===== config.mk =====
export PLATFORM = sky130hd
export DESIGN_NAME = qr_function_pattern_map_unit
export DESIGN_NICKNAME = d
export VERILOG_FILES = /design/src/rtl/core/qrfpm_pkg.sv /design/src/rtl/core/qrfpm_cfg.sv /design/src/rtl/core/qrfpm_class.sv /design/src/rtl/core/qr_function_pattern_map_unit.sv
export VERILOG_INCLUDE_DIRS = /design/src /design/src/rtl/core
export SDC_FILE = /design/constraint.sdc
export NUM_CORES = 1
export LEC_CHECK = 0
export CAP_MARGIN = 30
export CELL_PAD_IN_SITES_DETAIL_PLACEMENT = 1
export CELL_PAD_IN_SITES_GLOBAL_PLACEMENT = 2
export CORE_ASPECT_RATIO = 1.4
export CORE_MARGIN = 10
export CORE_UTILIZATION = 44
export DETAILED_ROUTE_END_ITERATION = 10
export DONT_BUFFER_PORTS = 1
export PLACE_DENSITY_LB_ADDON = 0.1
export SYNTH_ARGS = -nofsm -noshare
export SYNTH_HDL_FRONTEND = slang
export SYNTH_SLANG_ARGS = --single-unit

===== constraint.sdc =====
create_clock -name clk_i -period 8.4 [get_ports clk_i]
set_input_delay 0 -clock clk_i [delete_from_list [all_inputs] [get_ports clk_i]]
set_output_delay 0 -clock clk_i [all_outputs]
set_load 0.005 [all_outputs]

===== src/rtl/core/qr_function_pattern_map_unit_assert.svh =====
// assertion macros for the qr function pattern map rtl
`ifndef QR_FUNCTION_PATTERN_MAP_UNIT_ASSERT_SVH
`define QR_FUNCTION_PATTERN_MAP_UNIT_ASSERT_SVH

// same-cycle implication, checked on every rising clock edge outside reset
`define QRFPM_ASSERT_NOW(lbl, ante, cons, msg) \
  lbl: assert property (@(posedge clk_i) disable iff (!rst_ni) (ante) |-> (cons)) \
    else $error(msg);

// next-cycle implication
`define QRFPM_ASSERT_NEXT(lbl, ante, cons, msg) \
  lbl: assert property (@(posedge clk_i) disable iff (!rst_ni) (ante) |=> (cons)) \
    else $error(msg);

`endif


===== src/rtl/core/qrfpm_pkg.sv =====
// ----------------------------------------------------------------------------
// qrfpm_pkg
// Types, version tables and helpers for the qr function pattern classifier.
// ----------------------------------------------------------------------------
package qrfpm_pkg;

  localparam int unsigned VerW = 6;
  localparam int unsigned CoordW = 8;
  localparam logic [VerW-1:0] MAX_VERSION = 6'd40;
  localparam logic [VerW-1:0] VERSION_RESET = 6'd1;
  localparam int unsigned NumCentres = 6;

  typedef enum logic [1:0] {
    CLS_DATA  = 2'd0,
    CLS_LIGHT = 2'd1,
    CLS_DARK  = 2'd2,
    CLS_RSVD  = 2'd3
  } module_class_e;

  // settings derived from the version register
  typedef struct packed {
    logic [CoordW-1:0]                 width;
    logic [2:0]                        klast;
    logic                              align_en;
    logic                              verblk_en;
    logic [17:0]                       verword;
    logic [NumCentres:1][CoordW-1:0]   centre;
  } cfg_t;

  // result of matching one coordinate against the alignment centres
  typedef struct packed {
    logic       found;
    logic [2:0] idx;
    logic [1:0] offs;
  } axis_t;

  // second alignment coordinate per version
  localparam logic [7:0] ALIGN_A0 [41] = '{
    8'd0,
    8'd0,  8'd18, 8'd22, 8'd26, 8'd30, 8'd34, 8'd22, 8'd24, 8'd26, 8'd28,
    8'd30, 8'd32, 8'd34, 8'd26, 8'd26, 8'd26, 8'd30, 8'd30, 8'd30, 8'd34,
    8'd28, 8'd26, 8'd30, 8'd28, 8'd32, 8'd30, 8'd34, 8'd26, 8'd30, 8'd26,
    8'd30, 8'd34, 8'd30, 8'd34, 8'd30, 8'd24, 8'd28, 8'd32, 8'd26, 8'd30
  };

  // third alignment coordinate per version, zero where there is none
  localparam logic [7:0] ALIGN_A1 [41] = '{
    8'd0,
    8'd0,  8'd0,  8'd0,  8'd0,  8'd0,  8'd0,  8'd38, 8'd42, 8'd46, 8'd50,
    8'd54, 8'd58, 8'd62, 8'd46, 8'd48, 8'd50, 8'd54, 8'd56, 8'd58, 8'd62,
    8'd50, 8'd50, 8'd54, 8'd54, 8'd58, 8'd58, 8'd62, 8'd50, 8'd54, 8'd52,
    8'd56, 8'd60, 8'd58, 8'd62, 8'd54, 8'd50, 8'd54, 8'd58, 8'd54, 8'd58
  };

  // bch version words, zero below version 7
  localparam logic [17:0] VERWORD [41] = '{
    18'h00000, 18'h00000, 18'h00000, 18'h00000, 18'h00000, 18'h00000, 18'h00000,
    18'h07c94, 18'h085bc, 18'h09a99, 18'h0a4d3, 18'h0bbf6, 18'h0c762, 18'h0d847,
    18'h0e60d, 18'h0f928, 18'h10b78, 18'h1145d, 18'h12a17, 18'h13532, 18'h149a6,
    18'h15683, 18'h168c9, 18'h177ec, 18'h18ec4, 18'h191e1, 18'h1afab, 18'h1b08e,
    18'h1cc1a, 18'h1d33f, 18'h1ed75, 18'h1f250, 18'h209d5, 18'h216f0, 18'h228ba,
    18'h2379f, 18'h24b0b, 18'h2542e, 18'h26a64, 18'h27541, 18'h28c69
  };

  function automatic cfg_t cfg_derive(logic [VerW-1:0] ver);
    logic [VerW-1:0]   v;
    logic [CoordW-1:0] a0;
    logic [CoordW-1:0] a1;
    logic [CoordW-1:0] d;
    logic [CoordW-1:0] pos;
    cfg_t              c;
    v = ver;
    if (v == '0) begin
      v = 6'd1;
    end else if (v > MAX_VERSION) begin
      v = MAX_VERSION;
    end
    c.width = 8'd17 + {v, 2'b00};
    a0 = ALIGN_A0[v];
    a1 = ALIGN_A1[v];
    d = (a1 > a0) ? (a1 - a0) : '0;
    if (v >= 6'd35) begin
      c.klast = 3'd6;
    end else if (v >= 6'd28) begin
      c.klast = 3'd5;
    end else if (v >= 6'd21) begin
      c.klast = 3'd4;
    end else if (v >= 6'd14) begin
      c.klast = 3'd3;
    end else if (v >= 6'd7) begin
      c.klast = 3'd2;
    end else begin
      c.klast = 3'd1;
    end
    pos = a0;
    for (int k = 1; k <= NumCentres; k++) begin
      c.centre[k] = pos;
      pos = pos + d;
    end
    c.align_en = (v >= 6'd2);
    c.verblk_en = (v >= 6'd7);
    c.verword = VERWORD[v];
    return c;
  endfunction

  // finder ring: light on the ring two away from the centre, dark elsewhere
  function automatic module_class_e finder_cls(logic [2:0] fx, logic [2:0] fy);
    logic [1:0] dx;
    logic [1:0] dy;
    dx = (fx >= 3'd3) ? 2'(fx - 3'd3) : 2'(3'd3 - fx);
    dy = (fy >= 3'd3) ? 2'(fy - 3'd3) : 2'(3'd3 - fy);
    return ((dx == 2'd2 && dy <= 2'd2) || (dy == 2'd2 && dx <= 2'd2)) ?
           CLS_LIGHT : CLS_DARK;
  endfunction

endpackage


===== src/rtl/core/qrfpm_cfg.sv =====
// ----------------------------------------------------------------------------
// qrfpm_cfg
// Version register; holds the pattern geometry derived from the written version.
// ----------------------------------------------------------------------------
module qrfpm_cfg (
  input  logic                        clk_i,
  input  logic                        rst_ni,
  input  logic                        cfg_we_i,
  input  logic [qrfpm_pkg::VerW-1:0]  cfg_wdata_i,
  output qrfpm_pkg::cfg_t             cfg_o
);
  import qrfpm_pkg::*;

  localparam cfg_t CfgReset = cfg_derive(VERSION_RESET);

  cfg_t cfg_q;
  cfg_t cfg_d;

  assign cfg_d = cfg_we_i ? cfg_derive(cfg_wdata_i) : cfg_q;

  always_ff @(posedge clk_i or negedge rst_ni) begin
    if (!rst_ni) begin
      cfg_q <= CfgReset;
    end else begin
      cfg_q <= cfg_d;
    end
  end

  assign cfg_o = cfg_q;

endmodule


===== src/rtl/core/qrfpm_class.sv =====
// ----------------------------------------------------------------------------
// qrfpm_class
// Classifies one module coordinate against the empty symbol template.
// ----------------------------------------------------------------------------
module qrfpm_class (
  input  qrfpm_pkg::cfg_t               cfg_i,
  input  logic [qrfpm_pkg::CoordW-1:0]  col_i,
  input  logic [qrfpm_pkg::CoordW-1:0]  row_i,
  output qrfpm_pkg::module_class_e      cls_o,
  output logic                          outside_o
);
  import qrfpm_pkg::*;

  // lowest-index alignment centre within two of t
  function automatic axis_t align_axis(logic [CoordW-1:0] t, cfg_t c);
    axis_t             a;
    logic [CoordW-1:0] ctr;
    logic signed [8:0] diff;
    logic signed [8:0] mag;
    a = '0;
    for (int k = NumCentres; k >= 0; k--) begin
      ctr = (k == 0) ? 8'd6 : c.centre[(k == 0) ? 1 : k];
      diff = $signed({1'b0, t}) - $signed({1'b0, ctr});
      mag = diff[8] ? -diff : diff;
      if ((k == 0 || 3'(k) <= c.klast) && mag <= 9'sd2) begin
        a.found = 1'b1;
        a.idx = 3'(k);
        a.offs = mag[1:0];
      end
    end
    return a;
  endfunction

  logic [CoordW-1:0] w7, w8, w9, w11;
  axis_t             ax, ay;
  logic              vb_col, vb_row;
  logic [4:0]        vb_idx;
  logic [31:0]       vw_ext;
  module_class_e     cls;

  assign w7  = cfg_i.width - 8'd7;
  assign w8  = cfg_i.width - 8'd8;
  assign w9  = cfg_i.width - 8'd9;
  assign w11 = cfg_i.width - 8'd11;

  assign ax = align_axis(col_i, cfg_i);
  assign ay = align_axis(row_i, cfg_i);

  // bottom-left block runs down columns, top-right block along rows
  assign vb_col = (col_i <= 8'd5) && (row_i >= w11) && (row_i <= w9);
  assign vb_row = (row_i <= 8'd5) && (col_i >= w11) && (col_i <= w9);
  assign vw_ext = {14'd0, cfg_i.verword};

  always_comb begin
    if (vb_row) begin
      vb_idx = 5'({row_i[2:0], 1'b0}) + 5'(row_i[2:0]) + 5'(col_i - w11);
    end else begin
      vb_idx = 5'({col_i[2:0], 1'b0}) + 5'(col_i[2:0]) + 5'(row_i - w11);
    end
  end

  always_comb begin
    cls = CLS_DATA;

    // finders
    if (col_i <= 8'd6 && row_i <= 8'd6) begin
      cls = finder_cls(col_i[2:0], row_i[2:0]);
    end
    if (col_i >= w7 && row_i <= 8'd6) begin
      cls = finder_cls(3'(col_i - w7), row_i[2:0]);
    end
    if (col_i <= 8'd6 && row_i >= w7) begin
      cls = finder_cls(col_i[2:0], 3'(row_i - w7));
    end

    // separators
    if ((col_i == 8'd7 && row_i <= 8'd6) || (col_i == w8 && row_i <= 8'd6) ||
        (col_i == 8'd7 && row_i >= w7) || (row_i == 8'd7 && col_i <= 8'd7) ||
        (row_i == 8'd7 && col_i >= w8) || (row_i == w8 && col_i <= 8'd7)) begin
      cls = CLS_LIGHT;
    end

    // format reserve
    if ((row_i == 8'd8 && col_i <= 8'd8) || (row_i == 8'd8 && col_i >= w8) ||
        (col_i == 8'd8 && row_i <= 8'd7) || (col_i == 8'd8 && row_i >= w7)) begin
      cls = CLS_RSVD;
    end

    // timing lines, dark on even coordinates
    if (row_i == 8'd6 && col_i >= 8'd8 && col_i <= w9) begin
      cls = col_i[0] ? CLS_LIGHT : CLS_DARK;
    end
    if (col_i == 8'd6 && row_i >= 8'd8 && row_i <= w9) begin
      cls = row_i[0] ? CLS_LIGHT : CLS_DARK;
    end

    // alignment patterns, skipping the three finder corners
    if (cfg_i.align_en && ax.found && ay.found &&
        !(ax.idx == 3'd0 && ay.idx == 3'd0) &&
        !(ax.idx == 3'd0 && ay.idx == cfg_i.klast) &&
        !(ax.idx == cfg_i.klast && ay.idx == 3'd0)) begin
      cls = (ax.offs <= 2'd1 && ay.offs <= 2'd1 &&
             (ax.offs == 2'd1 || ay.offs == 2'd1)) ? CLS_LIGHT : CLS_DARK;
    end

    // version blocks
    if (cfg_i.verblk_en && (vb_col || vb_row)) begin
      cls = vw_ext[vb_idx] ? CLS_DARK : CLS_LIGHT;
    end

    // fixed dark module
    if (col_i == 8'd8 && row_i == w8) begin
      cls = CLS_DARK;
    end
  end

  assign outside_o = (col_i >= cfg_i.width) || (row_i >= cfg_i.width);
  assign cls_o = outside_o ? CLS_DATA : cls;

endmodule


===== src/rtl/core/qr_function_pattern_map_unit.sv =====
// ----------------------------------------------------------------------------
// qr_function_pattern_map_unit
// Maps module coordinates to their class in the empty qr symbol template.
// ----------------------------------------------------------------------------
// Takes one coordinate word per clock and returns one class word per clock;
// a class word is valid on the output after its coordinate is accepted and
// has passed both stages: the coordinate lands in an input register, one pass
// of comparators and table selects classifies it, and the result register holds
// it for the output side. Back-pressure on the output stalls both stages;
// an empty stage keeps taking words. The version register sets the symbol width
// and pattern positions from the next clock on; values of 0 act as version 1
// and values above 40 as version 40. Coordinates beyond the symbol width come
// out with the outside flag set and the data class.
`include "qr_function_pattern_map_unit_assert.svh"

module qr_function_pattern_map_unit (
  input  logic        clk_i,
  input  logic        rst_ni,
  input  logic        cfg_we_i,
  input  logic [5:0]  cfg_wdata_i,
  input  logic        s_axis_tvalid,
  output logic        s_axis_tready,
  input  logic [15:0] s_axis_tdata,   // col [7:0], row [15:8]
  output logic        m_axis_tvalid,
  input  logic        m_axis_tready,
  output logic [7:0]  m_axis_tdata,   // module_class [1:0], zero [7:2]
  output logic        m_axis_tuser    // outside [0]
);
  import qrfpm_pkg::*;

  cfg_t              cfg;
  logic              s1_valid_q, s1_valid_d;
  logic [CoordW-1:0] col_q, row_q;
  logic              m_valid_q, m_valid_d;
  module_class_e     cls_q, cls_c;
  logic              outside_q, outside_c;
  logic              advance;
  logic              in_fire;

  qrfpm_cfg u_cfg (
    .clk_i       (clk_i),
    .rst_ni      (rst_ni),
    .cfg_we_i    (cfg_we_i),
    .cfg_wdata_i (cfg_wdata_i),
    .cfg_o       (cfg)
  );

  qrfpm_class u_class (
    .cfg_i     (cfg),
    .col_i     (col_q),
    .row_i     (row_q),
    .cls_o     (cls_c),
    .outside_o (outside_c)
  );

  // result stage frees up when empty or being taken
  assign advance = !m_valid_q || m_axis_tready;
  assign s_axis_tready = !s1_valid_q || advance;
  assign in_fire = s_axis_tvalid && s_axis_tready;

  assign s1_valid_d = s_axis_tready ? s_axis_tvalid : s1_valid_q;
  assign m_valid_d = advance ? s1_valid_q : m_valid_q;

  always_ff @(posedge clk_i or negedge rst_ni) begin
    if (!rst_ni) begin
      s1_valid_q <= 1'b0;
      m_valid_q  <= 1'b0;
    end else begin
      s1_valid_q <= s1_valid_d;
      m_valid_q  <= m_valid_d;
    end
  end

  always_ff @(posedge clk_i) begin
    if (in_fire) begin
      col_q <= s_axis_tdata[7:0];
      row_q <= s_axis_tdata[15:8];
    end
    if (advance && s1_valid_q) begin
      cls_q     <= cls_c;
      outside_q <= outside_c;
    end
  end

  assign m_axis_tvalid = m_valid_q;
  assign m_axis_tdata  = {6'd0, cls_q};
  assign m_axis_tuser  = outside_q;

  `QRFPM_ASSERT_NOW(a_outside_is_data, m_valid_q && outside_q, cls_q == CLS_DATA, "outside word carries a non-data class")
  `QRFPM_ASSERT_NOW(a_ready_follows_out, m_axis_tready, s_axis_tready, "input stalled while output side is taking words")
  `QRFPM_ASSERT_NEXT(a_stage_moves, s1_valid_q && advance, m_valid_q, "input stage word lost on its way to the result register")
  `QRFPM_ASSERT_NEXT(a_stage_holds, s1_valid_q && !advance, s1_valid_q, "input stage dropped a word while stalled")

endmodule


; ---- Word level (Yosys, flattened, before mapping)
; Memories as Yosys holds them, arrays and structs flattened. A register that Yosys moved wholly into a read port is not among the register bits.
; Index checks and enable logic that the tools add are counted.
[totals]
regBits = 82
rom_bits = 2176
output_inout_bits = 11
elab_cells = 293
mem_count = 3
[classes]
add_sub_neg = 55
magnitude_cmp = 58
n_eq_ne = 16
n_mux = 64
bitwise_logic = 1
reduce_logical = 79
[mem_list]
columns = memory, depth, word_bits, read_ports, rd_ports_with_merged_regs, write_ports, line_no
row1 = (name not given), 64, 18, 1, 1, 0, qrfpm_pkg.sv:102  ; c.verword = VERWORD[v];
row2 = (name not given), 64, 8, 1, 0, 0, qrfpm_pkg.sv:79  ; a0 = ALIGN_A0[v];
row3 = (name not given), 64, 8, 1, 0, 0, qrfpm_pkg.sv:80  ; a1 = ALIGN_A1[v];
[op_table]
columns = op, n
row1 = $le 9x3->1 const B, 14
row2 = $mux 9, 14
row3 = $neg 9->9, 14
row4 = $sub 8x8->9, 12
row5 = $mux 6, 16
row6 = $ge 8x8->1, 7
row7 = $logic_and 1x1->1, 53
row8 = $le 8x3->1 const B, 6
row9 = $mux 2, 22
row10 = $add 8x8->8, 5
row11 = $mux 8, 5
row12 = $eq 8x3->1 const B, 4
row13 = $sub 8x4->8 const B, 3
row14 = $sub 8x3->9 const B, 2
row15 = $eq 8x4->1 const B, 2
row16 = $eq 8x8->1, 2
row17 = $ge 8x4->1 const B, 2
row18 = $le 8x8->1, 2
row19 = $logic_or 1x1->1, 16
row20 = $ge 3x2->1 const B, 4
row21 = $ge 6x5->1 const B, 2
row22 = $mux 3, 4
row23 = $add 4x3->5, 2
row24 = $add 5x5->5, 2
row25 = other kinds (32), 58

; ---- Longest topological paths before layout
; Gate-level depths: netlist of the first run.
[depth]
depth_word = 21
depth_mapped = 41

; ---- By module
; From an unflattened synthesis of the first run, not the netlist that was laid out.
[hier_totals]
hier_cells = 2125
area_unflattened_um2 = 17235.3
[modules_own_cells]
columns = module, instances, cells_each, area_each_um2, seq_area_each_um2
row1 = qrfpm_class, 1, 1533, 11444.7, 0.0
row2 = qrfpm_cfg, 1, 558, 5067.4, 1655.3
row3 = qr_function_pattern_map_unit, 1, 34, 723.2, 620.6

; ---- Worst setup path before layout of the first run
; No wires, ideal clock.
[synth_timing]
path_type = input to register
startpoint = in cfg_wdata_i[3]
endpoint = reg u_cfg.cfg_q, in the netlist u_cfg.cfg_o[47]
setup_ns = 0.137
arrival_time_ns = 7.252
t_required_ns = 8.263
setup_slack_ns = 1.011
path_stages = 38
cell_sequence = buf_2 -> or2_1 -> clkbuf_1 -> nand2_1 -> nand2_1 -> inv_1 -> ha_1 -> clkbuf_1 -> nor2_1 -> nand2_1 -> a211oi_1 -> a32o_1 -> inv_1 -> ha_1 -> nor2b_1 -> o21ai_0 -> a21oi_1 -> o21ai_0 -> [... 2 more ...] -> nor2_1 -> inv_1 -> fa_1 -> fa_1 -> fa_1 -> inv_1 -> ha_1 -> a21o_1 -> a21oi_1 -> xnor2_1 -> ha_1 -> o21ai_0 -> nand2b_1 -> a21o_1 -> a21oi_1 -> xor2_1 -> xnor2_1 -> a21oi_1
[synth_between]
elab_chain_cells = 14
elab_cells_between_ends = 19
classes_between = add/sub (6) / order compare (2) / mux (7) / bitwise (1) / reduce/logical (1) / memory (2)
[synth_rtl]
columns = item, line_no
row1 = start: declaration, qr_function_pattern_map_unit.sv:20  ; input logic [5:0] cfg_wdata_i,
row2 = $gt 6x6->1, qrfpm_pkg.sv:75  ; end else if (v > MAX_VERSION) begin
row3 = $mux 6, qrfpm_pkg.sv:75
row4 = $mux 6 *, qrfpm_pkg.sv:73  ; if (v == '0) begin
row5 = $not 6->7 (implied by the code) *, "qrfpm_pkg.sv:79, qrfpm_pkg.sv:80"
row6 = $mem_v2 64x8 (on tied branches), --
row7 = $mux 8 (on tied branches) (2 in a row), "qrfpm_pkg.sv:80, qrfpm_pkg.sv:79"
row8 = $sub 8x8->8 or $gt 8x8->1 (tied branches), qrfpm_pkg.sv:81  ; d = (a1 > a0) ? (a1 - a0) : '0;
row9 = $mux 8, qrfpm_pkg.sv:81
row10 = $add 8x8->8 (4 in a row), qrfpm_pkg.sv:98  ; pos = pos + d;
row11 = $add 8x8->8 *, qrfpm_pkg.sv:98
row12 = end signal: assignment, qrfpm_cfg.sv:23  ; cfg_q <= CfgReset;
row13 = end signal: assignment, qrfpm_cfg.sv:25  ; cfg_q <= cfg_d;
row14 = end: declaration, qrfpm_cfg.sv:16  ; cfg_t cfg_q;
; Every way passes the cells marked *; elsewhere a longest branch is shown, timed or not. The select of a mux whose other input is x is not followed.
; A chain may end at the register's enable or synchronous reset.

; ---- Worst setup path after layout of the first run
[layout_timing]
startpoint = in cfg_wdata_i[4]
endpoint = reg u_cfg.cfg_q, in the netlist u_cfg.cfg_o[47]
; The elaborated chain is that of the path after synthesis.

==> results of run 1 <==
[area by class of cell]
type                       instances  area, um^2
fill                            4159       17300
clock inverter                     4        52.6
sequential                        86        2250
timing repair buffer              54         533
multi-input combinational       1583       11700
tap                              445         557
clock buffer                      12         268
antenna                            1        2.50
inverter                         144         544
[metrics by stage]
stage	setup slack, ps	instances	utilization [%]
floorplan	1010	1890	-
global placement	543	2274	45.6
finish	755	2329	47.9
CTS	549	2328	47.8
detailed placement	271	2275	45.6
global route	52.1	2329	47.9
[metal layers]
layer  track usage [%]  vias to the layer above
li1                  -                     6926
met1              29.9                     7292
met2              45.4                      202
met3              1.82                       50
met4              6.28                        0
met5                 0                        -
[registers in the layout (all words and copies together) (netlist names)]
signal / flops
u_cfg.cfg_o: 65
col_q: 8
row_q: 8
cls_q: 2
m_axis_tuser: 1
m_axis_tvalid: 1
s1_valid_q: 1
[worst max-delay path: cells and delay by family]
| family | cells | cell delay (ps) |
|---|---|---|
| AOI/OAI and AO/OA | 11 | 2140 |
| xor gates and xnor gates | 3 | 520 |
| adders and majority gates | 7 | 2860 |
| buffers and inverters | 3 | 590 |
| muxes | 1 | 260 |
| and+or+nand+nor | 8 | 1470 |
[report_power, final]
part / switching [W] / internal (W)
logic: 0.00303 / 0.00213
clock network: 0.000179 / 0.000257
registers: 0.0000661 / 0.000552
[repair_timing]
action | in CTS | in global routing
endpoints found under the hold margin | 150 | 0
resized for setup | 0 | 3
hold buffers | 37 | 0
setup endpoints to repair | 0 | 1
[cells by family after synthesis]
family                   synth area share, %
AO/OA/AOI/OAI                           28.0
AND/OR/NAND/NOR                         20.9
buffers and inverters                   6.06
adder cells (fa/ha/maj)                 19.9
XOR/XNOR                                5.98
flip-flops                              15.2
multiplexers                            3.94
other                                 0.0253
[synthesized netlist by cell type (16+ instances only)]
cell type and instances:
sky130_fd_sc_hd__xnor2_1 57, sky130_fd_sc_hd__and2_1 21, sky130_fd_sc_hd__nand2_1 132, sky130_fd_sc_hd__nor3_1 37
sky130_fd_sc_hd__fa_1 26, sky130_fd_sc_hd__o211ai_1 26, sky130_fd_sc_hd__clkbuf_1 52, sky130_fd_sc_hd__inv_1 143
sky130_fd_sc_hd__nor2b_1 34, sky130_fd_sc_hd__nand4_1 16, sky130_fd_sc_hd__o21bai_1 16, sky130_fd_sc_hd__nor2_1 144
sky130_fd_sc_hd__xor2_1 44, sky130_fd_sc_hd__a211oi_1 23, sky130_fd_sc_hd__dfrtp_1 64, sky130_fd_sc_hd__o21ai_0 124
sky130_fd_sc_hd__edfxtp_1 19, sky130_fd_sc_hd__nand3_1 38, sky130_fd_sc_hd__mux2i_1 32, sky130_fd_sc_hd__mux2_2 18
sky130_fd_sc_hd__and3_1 20, sky130_fd_sc_hd__a21o_1 51, sky130_fd_sc_hd__ha_1 194, sky130_fd_sc_hd__o31ai_1 20
sky130_fd_sc_hd__a21oi_1 153, sky130_fd_sc_hd__nand2b_1 37
[worst max-delay path by stage]
| stage | to | slack, ps | startpoint | cells after the start |
|---|---|---|---|---|
| 6_report | u_cfg.cfg_o[47]$_DFFE_PN0P_ | 760 | cfg_wdata_i[4] | 33 |
| 2_1_floorplan | u_cfg.cfg_o[47]$_DFFE_PN0P_ | 1010 | cfg_wdata_i[3] | 38 |
| 4_1_cts | u_cfg.cfg_o[47]$_DFFE_PN0P_ | 550 | cfg_wdata_i[4] | 35 |
| 3_5_place_dp | u_cfg.cfg_o[47]$_DFFE_PN0P_ | 270 | cfg_wdata_i[4] | 35 |
| 5_1_grt | u_cfg.cfg_o[47]$_DFFE_PN0P_ | 50 | cfg_wdata_i[3] | 37 |
| 3_3_place_gp | u_cfg.cfg_o[47]$_DFFE_PN0P_ | 540 | cfg_wdata_i[4] | 35 |
==> metrics.log, run 1 <==
[metrics] Max rail drop VDD: 0.458 mV
[metrics] cell at the root of the clock tree: sky130_fd_sc_hd__clkbuf_16
[metrics] height of the chip: around 240 um
[metrics] actual transition at the worst max-transition pin: 975 ps
[metrics] clock input transition at the sequential cells of the worst setup and hold paths: 60 ps
[metrics] first-pass GRT wire length: 82800 um
[metrics] worst hold path type: in2reg
[metrics] number of enable-type register cells in the synthesized netlist: 19
[metrics] Arr. time, crit path: 7850 ps
[metrics] IO Port Bufs: 0
[metrics] setup skew after layout: 12.2 ps
[metrics] Finish-stage setup viols: 0
[metrics] area post-placement: 15200 um^2
[metrics] Hold Path Depth: 4
[metrics] initial DRC count: 674
[metrics] number of antenna violations at the first check in global routing: 1
[metrics] post-CTS setup-driven buffer insertion count: 0
[metrics] hold path endpoint: u_cfg.cfg_o[57]$_DFFE_PN0P_
[metrics] routed via count divided by cell count: ~6.2
[metrics] Power Dens Cells: ~390 nW/um^2
[metrics] Pins Over Slew Limit: 0
[metrics] synthesized netlist cell count: 1882
[metrics] clk sinks: 86
[metrics] clock latency at the later pin of the worst-skew pair: 360 ps
[metrics] number of cells traversed by the worst register-to-register path: 17
[metrics] detail-routed net length per standard cell: 22.3 um
[metrics] number of nets still failing antenna checks after routing: 0
[metrics] worst setup path class: in2reg
[metrics] overall power after layout: 0.00621 W
[metrics] total met3 wirelength after detailed routing: 1210 um
[metrics] time the worst path needs with I/O delays and setup: 7640 ps
[metrics] crit-path max cell delay: approximately 600 ps
[metrics] Most used DFF post-synth: sky130_fd_sc_hd__dfrtp_1
[metrics] biggest fanout along the worst timing path: 28
[metrics] leakage: 6.91 nW
[metrics] GPL Wtd Cong: 0.933
[metrics] Placeable Area: about 33000 um^2
[metrics] Critical R2R Capture: cls_q[1]$_SDFFCE_PP0P_
[metrics] Min-Delay Startpoint: cfg_wdata_i[2]
[metrics] number of buffers between clock root and the deepest sink: 2
[metrics] number of DRC violations after detailed routing: 0
[metrics] post-route standard cell area excluding fillers: 15900 um^2
[metrics] Post-Syn Area: approximately 15000 um^2
[metrics] setup repair after global routing missed its margin: no
[metrics] ys async rst share: 77.9%
[metrics] total gr overflow: 0
[metrics] final sum of negative setup slack: 0 ps
[metrics] wirelength, routed: 52000 um
[metrics] status: completed
[metrics] Max Cap Violations: 0
[metrics] fraction of layout instances using a drive strength above 1: 5.58%
[metrics] commonest cells after routing, fill and taps aside: sky130_fd_sc_hd__ha_1, sky130_fd_sc_hd__a21oi_1, sky130_fd_sc_hd__inv_1, sky130_fd_sc_hd__nor2_1, sky130_fd_sc_hd__nand2_1
[metrics] total global-route track usage: between 20 and 25%
[metrics] TritonCTS buffer count: 9
[metrics] area delta synth->final: 7.40%
[metrics] endpoints failing hold: 0
[metrics] element type at the critical path end: flop
[metrics] critical register-to-register path startpoint: row_q[1]$_DFFE_PP_
[metrics] category of the worst setup path launch point: primary input
[metrics] number of distinct library cells after synthesis: 107
[metrics] most common cell after layout, fill and taps aside: sky130_fd_sc_hd__ha_1
[metrics] Boundary Pins: 38
[metrics] number of iterations in the first detailed-routing pass: 5
[metrics] CTS tree: built
[metrics] post-synthesis cell type with the largest combined area: sky130_fd_sc_hd__ha_1
[metrics] slowest cell on the critical path: sky130_fd_sc_hd__fa_1
[metrics] count of synthesis-stage warnings from yosys: 0
[metrics] Starting Density: 44.6%
[metrics] total via count after detailed routing: between 10000 and 15000
[metrics] H-tree depth: 3
[metrics] area share of the leading cell type in the synthesized netlist: around 16%
[metrics] post-synthesis register bit count: 86
[metrics] number of global-route vias before repair: between 10000 and 15000
[metrics] setup slack of the worst register-to-register path: between 2000 and 3000 ps
[metrics] net count reported at finish: 2125
[metrics] topmost layer with routed signal wires: met4
[metrics] top cells by area in the synthesized netlist: sky130_fd_sc_hd__ha_1, sky130_fd_sc_hd__dfrtp_1, sky130_fd_sc_hd__a21oi_1, sky130_fd_sc_hd__o21ai_0, sky130_fd_sc_hd__edfxtp_1
[metrics] per-instance average area after synthesis: between 7 and 8 um^2
[metrics] Max Freq: 131 MHz
[metrics] Data required, critical path: roughly 8600 ps
[metrics] final worst hold slack: between 15 and 20 ps
[metrics] pin count of the biggest net entering global routing: 116
[metrics] die area: 41500 um^2
[metrics] share of the clock period used by the worst path: 91.0%
[metrics] row count: 79
[metrics] Detailed Place HPWL: 40700 um
[metrics] Seq/Total Area, Yosys: 15.2%
[metrics] Post-Route M1 WL: 22900 um
[metrics] relative slew slack: 35.0%
[metrics] DIE WIDTH: about 170 um
[metrics] met2 wire length: 26900 um
No activity file was read; power rests on OpenSTA's default activity.
==> run 2, diff against run 1 <==
- BUFFER_PORTS_ARGS: not set -> -buffer_cell sky130_fd_sc_hd__buf_2
- CORE_UTILIZATION: 44 -> 43
- DONT_BUFFER_PORTS: 1 -> not set
==> run 2 against run 1 <==
Effect of this change: global-route usage is 1.2 points higher; routed wire length is 5.1% higher; worst setup slack worse by 4.8 ps; die area is 2.1% higher; worst hold slack better by 110 ps; clock power is 4.8% lower; non-clock buffer count is 36 higher; final cell count is 1.8% higher; critical path depth is 2 higher; highest routed layer unchanged.
==> metrics.log, run 2 (same netlist as run 1, synthesis figures left out) <==
[metrics] status: completed
[metrics] net count reported at finish: around 2200
[metrics] number of nets still failing antenna checks after routing: 0
[metrics] actual transition at the worst max-transition pin: around 1000 ps
[metrics] commonest cells after routing, fill and taps aside: sky130_fd_sc_hd__ha_1, sky130_fd_sc_hd__a21oi_1, sky130_fd_sc_hd__nor2_1
[metrics] total global-route track usage: 25.8%
[metrics] Detailed Place HPWL: 44100 um
[metrics] DIE WIDTH: 177 um
[metrics] Setup WS post-layout: 750 ps
[metrics] number of cells traversed by the worst register-to-register path: 17
[metrics] TritonCTS buffer count: 9
[metrics] total via count after detailed routing: between 10000 and 15000
[metrics] IO Port Bufs: 31
[metrics] Pins Over Slew Limit: 0
[metrics] time the worst path needs with I/O delays and setup: roughly 7600 ps
[metrics] clock input transition at the sequential cells of the worst setup and hold paths: 70 ps
[metrics] most common cell after layout, fill and taps aside: sky130_fd_sc_hd__ha_1
[metrics] area delta synth->final: 8.02%
[metrics] DP Worst Slack: 365 ps
[metrics] pin count of the biggest net entering global routing: 70
[metrics] number of antenna violations at the first check in global routing: 2
[metrics] Boundary Pins: 38
[metrics] critical register-to-register path startpoint: col_q[1]$_DFFE_PP_
[metrics] first-pass GRT wire length: 86500 um
[metrics] cell at the root of the clock tree: sky130_fd_sc_hd__clkbuf_16
[metrics] CTS tree: built
[metrics] endpoints failing hold: 0
[metrics] crit-path max cell delay: 610 ps
[metrics] setup slack of the worst register-to-register path: roughly 2300 ps
[metrics] share of the clock period used by the worst path: between 90% and 100%
[metrics] leakage: 7.05 nW
[metrics] Arr. time, crit path: 7850 ps
[metrics] worst setup path class: in2reg
[metrics] die area: roughly 42000 um^2
[metrics] Power Dens Cells: 390 nW/um^2
[metrics] worst hold path type: in2reg
[metrics] Critical R2R Capture: cls_q[1]$_SDFFCE_PP0P_
[metrics] height of the chip: between 200 and 250 um
[metrics] Core Util, Final: 47.0%
[metrics] setup repair after global routing missed its margin: no
[metrics] Max rail drop VDD: 0.318 mV
[metrics] routed via count divided by cell count: 6.17
[metrics] number of iterations in the first detailed-routing pass: 5
[metrics] relative slew slack: 33.3%
[metrics] Placeable Area: between 30000 and 40000 um^2
[metrics] clock latency at the later pin of the worst-skew pair: approximately 370 ps
[metrics] category of the worst setup path launch point: primary input
[metrics] element type at the critical path end: flop
[metrics] slowest cell on the critical path: sky130_fd_sc_hd__fa_1
[metrics] setup skew after layout: 20.0 ps
[metrics] detail-routed net length per standard cell: 23.1 um
[metrics] number of flip-flops in the largest register: 65
[metrics] Finish-stage setup viols: 0
[metrics] biggest fanout along the worst timing path: 11
[metrics] Crit. Startpoint: cfg_wdata_i[3]
[metrics] number of buffers between clock root and the deepest sink: 2
[metrics] final sum of negative setup slack: 0 ps
[metrics] H-tree depth: 3
[metrics] fraction of layout instances using a drive strength above 1: 7.97%
[metrics] wirelength, routed: 54700 um
[metrics] Starting Density: 43.5%
[metrics] total gr overflow: 0
[metrics] initial DRC count: 716
[metrics] critical path capture point: u_cfg.cfg_o[47]$_DFFE_PN0P_
[metrics] clk sinks: 86
[metrics] CP dominant cell by count: sky130_fd_sc_hd__ha_1
[metrics] count of inserted antenna diode cells: 0
[metrics] number of global-route vias before repair: 15290
[metrics] number of DRC violations after detailed routing: 0
[metrics] Max Freq: 131 MHz
[metrics] row count: 80
[metrics] Max Cap Violations: 0
[metrics] overall power after layout: 0.00623 W
[metrics] GPL Wtd Cong: 0.934
[metrics] Data required, critical path: 8600 ps
[run 2: cell types whose count changed in the layout (fill, tap and decap cells not counted), moves of 2 or more]
cell / before / now
sky130_fd_sc_hd__buf_4: 17 / 40
sky130_fd_sc_hd__dlygate4sd3_1: 35 / 20
sky130_fd_sc_hd__buf_16: 2 / 0
sky130_fd_sc_hd__buf_2: 0 / 30
sky130_fd_sc_hd__clkinv_1: 0 / 2
sky130_fd_sc_hd__inv_6: 0 / 2
[run 2: area by class of cell]
class | count | area (um^2)
Clock buffer | 9 | 225
Clock inverter | 7 | 72.6
Fill cell | 4262 | 18000
Tap cell | 451 | 564
Sequential cell | 86 | 2250
Inverter | 144 | 541
Multi-Input combinational cell | 1583 | 11700
Timing Repair Buffer | 90 | 651
[run 2: routing by layer]
layer | vias to the layer above | wire [um] | track usage (%)
met5 | - | 0 | 0
met4 | 0 | 2380 | 11.5
met3 | 99 | 1470 | 2.29
met2 | 266 | 29200 | 48.7
met1 | 7284 | 21600 | 28.4
li1 | 6984 | - | -
[run 2: worst min path at each step]
stage	startpoint	to	cells past startpoint	slack, ps
2_1_floorplan	rst_ni	m_axis_tvalid$_DFFE_PN0P_	0	-300
3_3_place_gp	s_axis_tdata[2]	col_q[2]$_DFFE_PP_	1	180
3_5_place_dp	s_axis_tdata[3]	col_q[3]$_DFFE_PP_	1	180
4_1_cts	cfg_wdata_i[1]	u_cfg.cfg_o[61]$_DFFE_PN0P_	5	120
5_1_grt	cfg_we_i	u_cfg.cfg_o[57]$_DFFE_PN0P_	2	180
6_report	cfg_wdata_i[1]	u_cfg.cfg_o[61]$_DFFE_PN0P_	5	120
[run 2: stage by stage]
stage          instance area [um^2]  hold WS [ps]  instances
2_1_floorplan                 14800          -296       1890
3_3_place_gp                  15500           176       2333
3_5_place_dp                  15500           179       2334
4_1_cts                       16000           120       2370
5_1_grt                       16000           177       2370
6_report                      16000           122       2370
[run 2: what timing repair did]
item / in CTS / in global routing
hold endpoints to repair: 82 / 0
hold buffers: 20 / 0
buffers inserted: 0 / 0
gates resized for setup: 0 / 0
[run 2: worst max-delay path: cells and delay by family]
family / cells / cell delay (ps)
muxes: 1 / 260
and+or+nand+nor: 8 / 1630
adders and majority gates: 7 / 2610
buffers and inverters: 4 / 770
AOI/OAI and AO/OA: 11 / 1850
xor gates and xnor gates: 4 / 740
[run 2: power by group]
part	switching (W)	internal [W]
sequential	0.0000629	0.000552
combinational	0.00304	0.00216
clock	0.000184	0.000232
total	0.00329	0.00294
